## config.mk

```make
export PLATFORM = sky130hd
export DESIGN_NAME = page_bitmap_allocator
export DESIGN_NICKNAME = d
export VERILOG_FILES = /design/src/pba_pkg.sv /design/src/page_bitmap_allocator.sv /design/src/pba_ctrl.sv /design/src/pba_datapath.sv
export SDC_FILE = /design/constraint.sdc
export NUM_CORES = 1
export LEC_CHECK = 0
export BUFFER_PORTS_ARGS = -buffer_cell sky130_fd_sc_hd__buf_2
export CAP_MARGIN = 20
export CORE_MARGIN = 2
export CORE_UTILIZATION = 45
export DETAILED_ROUTE_END_ITERATION = 8
export PLACE_DENSITY = 0.72
export SYNTH_ARGS = -nofsm -noshare
export SYNTH_HDL_FRONTEND = slang
export SYNTH_HIERARCHICAL = 1
export SYNTH_SLANG_ARGS = --single-unit
```

## constraint.sdc

```tcl
create_clock -name clk -period 9.83 [get_ports clk]
set_input_delay 1.4745 -clock clk [delete_from_list [all_inputs] [get_ports clk]]
set_output_delay 1.4745 -clock clk [all_outputs]
set_load 0.05 [all_outputs]
```

## src/pba_pkg.sv

```systemverilog
package pba_pkg;

  // map geometry
  localparam int SLOTS   = 1024;
  localparam int IDX_W   = 10;
  localparam int WORD_W  = (SLOTS >= 32) ? 32 : (2 ** $clog2(SLOTS));
  localparam int BIT_W   = $clog2(WORD_W);
  localparam int WORDS   = (SLOTS + WORD_W - 1) / WORD_W;
  localparam int WADDR_W = (WORDS > 1) ? $clog2(WORDS) : 1;

  // request codes
  localparam logic [1:0] REQ_ALLOC = 2'd0;
  localparam logic [1:0] REQ_FREE  = 2'd1;
  localparam logic [1:0] REQ_QUERY = 2'd2;

  typedef struct packed {
    logic [1:0]       req_type;
    logic [IDX_W-1:0] slot_index;
  } req_t;

  typedef struct packed {
    logic [IDX_W-1:0] given_slot;
    logic             slot_free;
    logic             map_full;
  } rsp_t;

  typedef enum logic [1:0] {
    ST_IDLE,
    ST_READ,
    ST_UPDATE
  } state_t;

  typedef struct packed {
    logic capture;  // latch request, pick word
    logic read;     // registered read of the selected word
    logic commit;   // write back, load response register
  } cmd_t;

endpackage

```

## src/page_bitmap_allocator.sv

```systemverilog
// channel  | valid      | ready      | payload | carries
// request  | req_valid  | req_ready  | req     | req_type, slot_index
// response | rsp_valid  | rsp_ready  | rsp     | given_slot, slot_free, map_full
//
// each transaction runs through capture, word read, and update with write back
// the single map memory port (one word read, one word write) keeps these steps apart
// a new request is taken while the previous response waits; it then holds in
// the update step until the response register is free
// reset clears the per-word valid and full bits at once, no clearing pass
module page_bitmap_allocator (
  input  logic          clk,
  input  logic          rst,
  input  logic          req_valid,
  output logic          req_ready,
  input  pba_pkg::req_t req,
  output logic          rsp_valid,
  input  logic          rsp_ready,
  output pba_pkg::rsp_t rsp
);
  import pba_pkg::*;

  cmd_t cmd;

  // sequencer: idle, read, update
  pba_ctrl u_ctrl (
    .clk       (clk),
    .rst       (rst),
    .req_valid (req_valid),
    .req_ready (req_ready),
    .rsp_valid (rsp_valid),
    .rsp_ready (rsp_ready),
    .cmd       (cmd)
  );

  // map words, word summary, first-fit search and response register
  pba_datapath u_dp (
    .clk (clk),
    .rst (rst),
    .cmd (cmd),
    .req (req),
    .rsp (rsp)
  );

  // a captured transaction blocks further requests until it is written back
  a_busy_after_accept: assert property (@(posedge clk) disable iff (rst)
    req_valid && req_ready |=> !req_ready)
    else $error("request taken while a transaction is in flight");

  // a response appears only after a write-back step
  a_rsp_from_commit: assert property (@(posedge clk) disable iff (rst)
    $rose(rsp_valid) |-> $past(cmd.commit))
    else $error("response raised without a commit");

  // a full map grants nothing
  a_full_clean: assert property (@(posedge clk) disable iff (rst)
    rsp_valid && rsp.map_full |-> rsp.given_slot == '0 && !rsp.slot_free)
    else $error("full response carries a grant or query bit");

  // capture, read and commit never coincide
  a_cmd_exclusive: assert property (@(posedge clk) disable iff (rst)
    $countones({cmd.capture, cmd.read, cmd.commit}) <= 1)
    else $error("overlapping datapath commands");

endmodule

```

## src/pba_ctrl.sv

```systemverilog
module pba_ctrl (
  input  logic          clk,
  input  logic          rst,
  input  logic          req_valid,
  output logic          req_ready,
  output logic          rsp_valid,
  input  logic          rsp_ready,
  output pba_pkg::cmd_t cmd
);
  import pba_pkg::*;

  state_t state, state_next;
  logic   rsp_valid_next;
  logic   rsp_room;

  // response register can take a new transaction
  assign rsp_room = !rsp_valid || rsp_ready;

  always_comb begin
    state_next = state;
    case (state)
      ST_IDLE:   if (req_valid) state_next = ST_READ;
      ST_READ:   state_next = ST_UPDATE;
      ST_UPDATE: if (rsp_room) state_next = ST_IDLE;
      default:   state_next = ST_IDLE;
    endcase
  end

  always_comb begin
    req_ready   = (state == ST_IDLE);
    cmd.capture = (state == ST_IDLE) && req_valid;
    cmd.read    = (state == ST_READ);
    cmd.commit  = (state == ST_UPDATE) && rsp_room;
  end

  always_comb begin
    rsp_valid_next = rsp_valid;
    if (cmd.commit) begin
      rsp_valid_next = 1'b1;
    end else if (rsp_ready) begin
      rsp_valid_next = 1'b0;
    end
  end

  always_ff @(posedge clk) begin
    if (rst) begin
      state     <= ST_IDLE;
      rsp_valid <= 1'b0;
    end else begin
      state     <= state_next;
      rsp_valid <= rsp_valid_next;
    end
  end

endmodule

```

## src/pba_datapath.sv

```systemverilog
module pba_datapath (
  input  logic          clk,
  input  logic          rst,
  input  pba_pkg::cmd_t cmd,
  input  pba_pkg::req_t req,
  output pba_pkg::rsp_t rsp
);
  import pba_pkg::*;

  // map words; a word whose valid bit is clear reads as all free
  logic [WORD_W-1:0]  mem [WORDS];
  logic [WORDS-1:0]   word_valid;
  logic [WORDS-1:0]   word_full;

  // captured request
  logic [1:0]         req_type_q;
  logic [WADDR_W-1:0] waddr;
  logic [BIT_W-1:0]   bitpos;
  logic               in_range;
  logic               alloc_full;

  // read stage
  logic [WORD_W-1:0]  rd_word;
  logic               rd_valid;

  // search at capture
  logic [WADDR_W-1:0] free_waddr;
  logic               all_full;

  // update stage
  logic [WORD_W-1:0]  cur_word;
  logic [WORD_W-1:0]  pad_used;
  logic [WORD_W-1:0]  view;
  logic [BIT_W-1:0]   apos;
  logic [WORD_W-1:0]  new_word;
  logic               new_full;
  logic               wr_en;
  rsp_t               rsp_next;

  // lowest word that still has a free slot
  always_comb begin
    free_waddr = '0;
    for (int i = WORDS - 1; i >= 0; i--) begin
      if (!word_full[i]) free_waddr = WADDR_W'(i);
    end
    all_full = &word_full;
  end

  always_ff @(posedge clk) begin
    if (cmd.capture) begin
      req_type_q <= req.req_type;
      in_range   <= (32'(req.slot_index) < 32'(SLOTS));
      alloc_full <= all_full;
      if (req.req_type == REQ_ALLOC) begin
        waddr  <= free_waddr;
        bitpos <= '0;
      end else begin
        waddr  <= WADDR_W'(req.slot_index >> BIT_W);
        bitpos <= req.slot_index[BIT_W-1:0];
      end
    end
  end

  always_ff @(posedge clk) begin
    if (cmd.read) begin
      rd_word  <= mem[waddr];
      rd_valid <= word_valid[waddr];
    end
  end

  // bits past the end of the map count as used
  always_comb begin
    for (int b = 0; b < WORD_W; b++) begin
      pad_used[b] = ((int'(waddr) * WORD_W + b) >= SLOTS);
    end
  end

  always_comb begin
    cur_word = rd_valid ? rd_word : '0;
    view     = cur_word | pad_used;
    apos     = '0;
    for (int b = WORD_W - 1; b >= 0; b--) begin
      if (!view[b]) apos = BIT_W'(b);
    end
  end

  always_comb begin
    new_word = cur_word;
    new_full = 1'b0;
    wr_en    = 1'b0;
    rsp_next = '0;
    case (req_type_q)
      REQ_ALLOC: begin
        if (alloc_full) begin
          rsp_next.map_full = 1'b1;
        end else begin
          new_word            = cur_word | (WORD_W'(1) << apos);
          new_full            = &(new_word | pad_used);
          wr_en               = 1'b1;
          rsp_next.given_slot = IDX_W'({waddr, apos});
        end
      end
      REQ_FREE: begin
        new_word = cur_word & ~(WORD_W'(1) << bitpos);
        wr_en    = in_range;
      end
      REQ_QUERY: begin
        rsp_next.slot_free = in_range && !cur_word[bitpos];
      end
      default: begin
        wr_en = 1'b0;
      end
    endcase
  end

  always_ff @(posedge clk) begin
    if (cmd.commit && wr_en) begin
      mem[waddr] <= new_word;
    end
  end

  always_ff @(posedge clk) begin
    if (rst) begin
      word_valid <= '0;
      word_full  <= '0;
    end else if (cmd.commit && wr_en) begin
      word_valid[waddr] <= 1'b1;
      word_full[waddr]  <= new_full;
    end
  end

  always_ff @(posedge clk) begin
    if (cmd.commit) begin
      rsp <= rsp_next;
    end
  end

endmodule
```

==> results of run 1 <==
## worst max-delay path, stage by stage, from the launching register on
cell and delay, ns:
edfxtp_1 0.33, buf_4 0.46, inv_1 0.28, or4_1 0.71, a211oi_4 0.58, nand2_2 0.23
inv_2 0.16, nand2b_1 0.25, o22a_1 0.29, nor4_2 0.33, nand4_2 0.13, buf_4 0.31
o21ai_1 0.21
## worst paths after layout
| path | startpoint | endpoint | slack [ns] | depth (start not counted) |
|---|---|---|---|---|
| max | u_dp/rd_valid | u_dp/word_full[31] | 5.38 | 12 |
| min | u_dp/word_valid[24] | u_dp/word_valid[24] | 0.48 | 2 |
| max reg2reg | u_dp/rd_valid | u_dp/word_full[31] | 5.38 | 12 |
| min reg2reg | u_dp/word_valid[24] | u_dp/word_valid[24] | 0.48 | 2 |
## sequential cells by signal, indices dropped and copies added (netlist names), 2 cells and up
name,flops
u_dp/mem,1024
u_dp/rd_word,32
u_dp/word_full,32
u_dp/word_valid,32
u_dp/rsp,12
u_dp/bitpos,5
u_dp/waddr,5
u_ctrl/state,2
u_dp/req_type_q,2
## cells in the final DEF, fill, tap and decap left out, types with 5 or more instances in the layout
cell          n
nor2b_1       9
a21oi_1      21
o211ai_1     23
o21ai_4      11
nand4_1      76
buf_4        44
nand2b_1     12
edfxtp_1   1082
dfxtp_1      67
a31oi_1      10
nand3_1      25
a22oi_1     136
buf_12       34
nand2_1      70
and2_1       17
a211oi_1      5
inv_1        19
or2_2         6
nor2_1       99
clkinv_2     26
buf_2        29
mux4_2      267
and3_1        7
o21ai_0      17
nor3_1       18
o21ai_2      30
or3_2        10
clkbuf_1     28
clkbuf_16   109
clkinv_1     20
o21ai_1      12
clkbuf_8      8
or3b_2       25
nor2_4       34
## logic make-up (layout without fill, tap and decap cells)
kind of cell,count (synthesis),count (layout),share of synthesized area (%)
compound gates,320,320,5.33
buf+inv,156,334,1.54
flops,1149,1149,74.6
mux,268,268,13.3
other cells,0,2,0
simple gates,447,447,5.29
## power groups by stage
stage / logic, mW / clock network [mW] / registers, mW
finish: 0.601 / 3.97 / 5.43
floorplan: 0.347 / 0 / 5.50
detailed placement: 0.595 / 0 / 5.53
global placement: 0.586 / 0 / 5.53
CTS: 0.596 / 4.01 / 5.42
global route: 0.623 / 4.19 / 5.42
## through the flow
| stage | total power, mW | cell area [µm²] | cells | hold slack, ns |
|---|---|---|---|---|
| floorplan | 5.85 | 45400 | 2340 | 0.435 |
| global placement | 6.12 | 47400 | 3579 | 0.444 |
| detailed placement | 6.12 | 48000 | 3604 | 0.461 |
| CTS | 10.0 | 51300 | 3808 | 0.474 |
| global route | 10.2 | 51500 | 3816 | 0.498 |
| finish | 10.0 | 51500 | 3818 | 0.476 |
## metal layers
layer  GRT usage, %  wire length (µm)  vias up  share of wire (%)
li1               -                 -     9963                  -
met1           33.0             46500    13091                 37
met2           39.3             61000     1617                 48
met3           5.04             13200      272                 10
met4           10.7              6350       10                5.0
met5              0                69        -              0.054
## layout make-up
type / count / area share, %
antenna: 2 / 0.00972
tap: 1298 / 3.15
multi-input combinational: 1035 / 22.0
clock inverter: 59 / 0.833
timing repair buffer: 110 / 2.41
sequential: 1149 / 65.7
inverter: 20 / 0.146
clock buffer: 145 / 5.71
==> out/results.txt, run 1 <==
largest net degree at the start of global routing: 118
Die ar.: 103000 µm²
sw frac: 22.1%
critical path capture point type: flip-flop
CTS Root Cell: clkbuf_16
top-count cell post-synth: edfxtp_1
width of the die: 322 µm
RSZ-0062 raised after global routing: no
CTS sink cnt: 1149
post-CTS setup buffers: 0
Internal Power: 7.78 mW
Seq/Total Area, Yosys: 74.6%
WL per Instance: 33.3 µm
Switch Pwr: 2.21 mW
Syn Nets: 2356
Fmax: 225 MHz
Final Hold Fails: 0
remaining antenna violation count: 0
Ys Warns: 6
DP HPWL: 81800 µm
CTS Hold Bufs: 0
Max clock buf depth: 3
Max VDD drop: 141 µV
Vert. Die Dim: 322 µm
Worst Tran Pin Value: 1.17 ns
I/O Buffers: 29
Max Cap Viol: 0
worst clock skew: 0.0290 ns
final wirelength: 127000 µm
worst min path class: flip-flop to flip-flop
number of global-route vias before repair: 24033
share of post-route cells with drive strength above 1: 27.5%
Cell Pwr Density: 194 nW/µm²
RePlAce Congestion: 0.950
library cells used by synthesis: 84
crit start category: flip-flop
status: completed
via-per-instance ratio: 6.54
worst setup margin: 5.38 ns
final setup fails: 0
Worst-path clk slew: 0.07 ns
Clk pwr share: 39.7%
DRC Markers: 0
Post-synth top cells: edfxtp_1, mux4_2, a22oi_1
row cnt: 116
post-synth top area cell: edfxtp_1
multi-input logic area: 11300 µm²
Avg Cell Area, Syn: 19.4 µm²
first-pass GRT wire length: 181000 µm
synthesized area: 45400 µm²
pre-CTS setup slack: 4.99 ns
#FFs+latches synth: 1149
critical setup path kind: flip-flop to flip-flop
num ports: 30
Initial Util: 45.4%
Logic pwr share: 6.0%
max_slew headroom: 21.4%
EDFF count, synth: 1082
Pre-antenna DRT Iters: 5
min Tclk post-route: 4.45 ns
CTS H-Tree Depth: 3
Final Max Slew Viols: 0
nets@finish: 2440
Tcrit/Tclk final: 45.3%
Post-synth ARST share: 0%
Worst-Skew Late Latency: 0.67 ns
Area growth syn-to-layout: 13.5%
detailed router's first-iteration violation count: 3857
TritonCTS buffer count: 108
Flop pwr share: 54.3%
detailed-route via count: 24953
Post-CTS Resized: 0
most area-consuming cells after synthesis: edfxtp_1, mux4_2, dfxtp_1
Synth Instances: 2340
Arr. time, crit path: 5.03 ns
GRT Overall Usage: 24.6%
top cell type's share of synthesized area: 71.6%
critical path fanouts, max: 47
Core Region: 100000 µm²
P_leak: 15.8 nW
FF+latch area: 33800 µm²
Core Util, Final: 51.5%
predominant post-synthesis flop cell: edfxtp_1
CTS tree: yes
Setup TNS: 0 ns
critical path required time: 10.41 ns
antenna violations before repair: 8
grt total ovfl: 0
fill count: 7570
No activity file was read; power rests on OpenSTA's default activity.
==> inputs of run 2 (changes only) <==
- PLACE_DENSITY: 0.72 -> 0.74
- clock period: 9.83 -> 3.8 ns (I/O delays scaled with it)
==> out/results.txt, run 2 (synthesis gave the netlist of run 1 again) <==
status: completed
remaining antenna violation count: 0
CTS tree: yes
worst setup path startpoint: u_dp/rd_word[11]
DP HPWL: 73600 µm
most common cell after layout, fill and taps aside: edfxtp_1
critical setup path kind: flip-flop to flip-flop
Worst-Skew Late Latency: 0.72 ns
Min-Delay Path Depth: 1
TritonCTS buffer count: 107
dpl cell area: 48500 µm²
Final Hold Fails: 0
Final Max Slew Viols: 0
antenna violations before repair: 3
worst min path class: input pin to flip-flop
number of global-route vias before repair: 25345
Max clock buf depth: 3
I/O Buffers: 29
max FFs per register: 1024
row cnt: 116
final setup fails: 0
RSZ-0062 raised after global routing: no
Worst Tran Pin Value: 0.852 ns
R2R depth: 10
grt total ovfl: 0
Worst path max stage delay: 0.64 ns
FF-to-FF setup slack: 0.13 ns
critical path fanouts, max: 32
Pre-antenna DRT Iters: 5
CTS sink cnt: 1149
min Tclk post-route: 3.67 ns
post-CTS setup buffers: 0
num ports: 30
CTS H-Tree Depth: 3
detailed router's first-iteration violation count: 3684
R2R Path End: u_dp/word_full[31]
first-pass GRT wire length: 186000 µm
Initial Util: 45.4%
final hold slack: 0.0934 ns
CP max-delay cell: or4_1
nets@finish: 2538
most numerous cell on the critical path: or4_1
width of the die: 322 µm
largest net degree at the start of global routing: 86
detailed-route via count: 25518
CTS Root Cell: clkbuf_16
share of post-route cells with drive strength above 1: 30.6%
Largest Register: u_dp/mem
RePlAce Congestion: 0.989
Cell Pwr Density: 512 nW/µm²
critical path capture point type: flip-flop
critical path required time: 4.40 ns
Die ar.: 103000 µm²
Fmax: 272 MHz
worst clock skew: 0.0686 ns
reg2reg start: u_dp/rd_word[11]
WL per Instance: 33.4 µm
via-per-instance ratio: 6.53
crit start category: flip-flop
Arr. time, crit path: 4.27 ns
final non-filler cell total: 3910
Setup TNS: 0 ns
GRT Overall Usage: 25.4%
Tcrit/Tclk final: 96.6%
Vert. Die Dim: 322 µm
worst setup path endpoint: u_dp/word_full[31]
crit-path cells: nand3_1 -> or4_1 -> a21o_1 -> nand2_2 -> nand3_4 -> or4_1 -> a32oi_1 -> nand4_2 -> buf_4 -> o21ai_1
Core Region: 100000 µm²
Finished Cell Area: 52400 µm²
DP Cell Count: 3704
Core Util, Final: 52.4%
Worst-path clk slew: 0.06 ns
max_slew headroom: 43.2%
Area growth syn-to-layout: 15.4%
Max VDD drop: 430 µV
DRC Markers: 0
Max Cap Viol: 0
P_leak: 16.4 nW
final wirelength: 131000 µm
most frequent cells in the layout: edfxtp_1, mux4_2, buf_4
==> run 2: changes by cell type in the layout (fill, tap and decap cells not counted), sizes merged <==
| cell | before | now |
|---|---|---|
| buf | 110 | 209 |
| bufinv | 4 | 19 |
| inv | 23 | 24 |
| diode | 2 | 1 |
| clkinvlp | 3 | 6 |
| clkbuf | 145 | 125 |
| clkinv | 49 | 44 |
==> run 2: worst min path at each step <==
stage,startpoint,to,slack [ns]
after floorplan,u_dp/word_valid[10],u_dp/word_valid[10],0.43
after global routing,req[11],u_dp/req_type_q[1],0.09
final,req[11],u_dp/req_type_q[1],0.09
after CTS,req[11],u_dp/req_type_q[1],0.07
after global placement,u_dp/word_valid[5],u_dp/word_valid[5],0.44
after detailed placement,u_dp/word_valid[23],u_dp/word_valid[23],0.46
==> run 2: timing repair <==
item,CTS,global route
endpoints found under the hold margin,0,0
gates resized for setup,0,2
hold buffers,0,0
setup endpoints to repair,0,31
==> run 2: metrics by stage <==
stage | setup WS, ns | power [mW]
2_1_floorplan | 0.0328 | 15.1
3_3_place_gp | 0.0652 | 15.7
3_5_place_dp | 0.0843 | 15.7
4_1_cts | 0.0537 | 26.9
5_1_grt | 0.00446 | 27.5
6_report | 0.130 | 26.8
==> run 2: worst max-delay path: cells and delay by family, from the launching register on <==
family	cells	cell delay (ns)
buffers and inverters	1	0.32
DFF	1	0.63
and+or+nand+nor	6	1.86
AOI/OAI and AO/OA	3	0.76
==> run 2: cell type report <==
cell class | instances | area [µm²]
Clock inverter | 73 | 961
Clock buffer | 125 | 2780
Fill cell | 7569 | 47600
Sequential cell | 1149 | 33800
Inverter | 20 | 75.1
Timing Repair Buffer | 209 | 1840
Tap cell | 1298 | 1620
Multi-Input combinational cell | 1035 | 11200
Antenna cell | 1 | 2.50
==> run 2: where the power goes <==
group,leakage (nW),switching (mW),internal [mW]
Sequential,10.4,0.0780,13.9
Clock,1.81,4.75,6.55
Combinational,4.15,0.946,0.563
Total,16.4,5.77,21.0
==> run 2: layer usage <==
layer	GRT usage, %	up-vias	part of all wire, %
met5	0	-	0
met4	8.52	0	3.4
met3	5.34	287	11
met2	40.8	1679	48
met1	34.8	13428	38
li1	-	10124	-
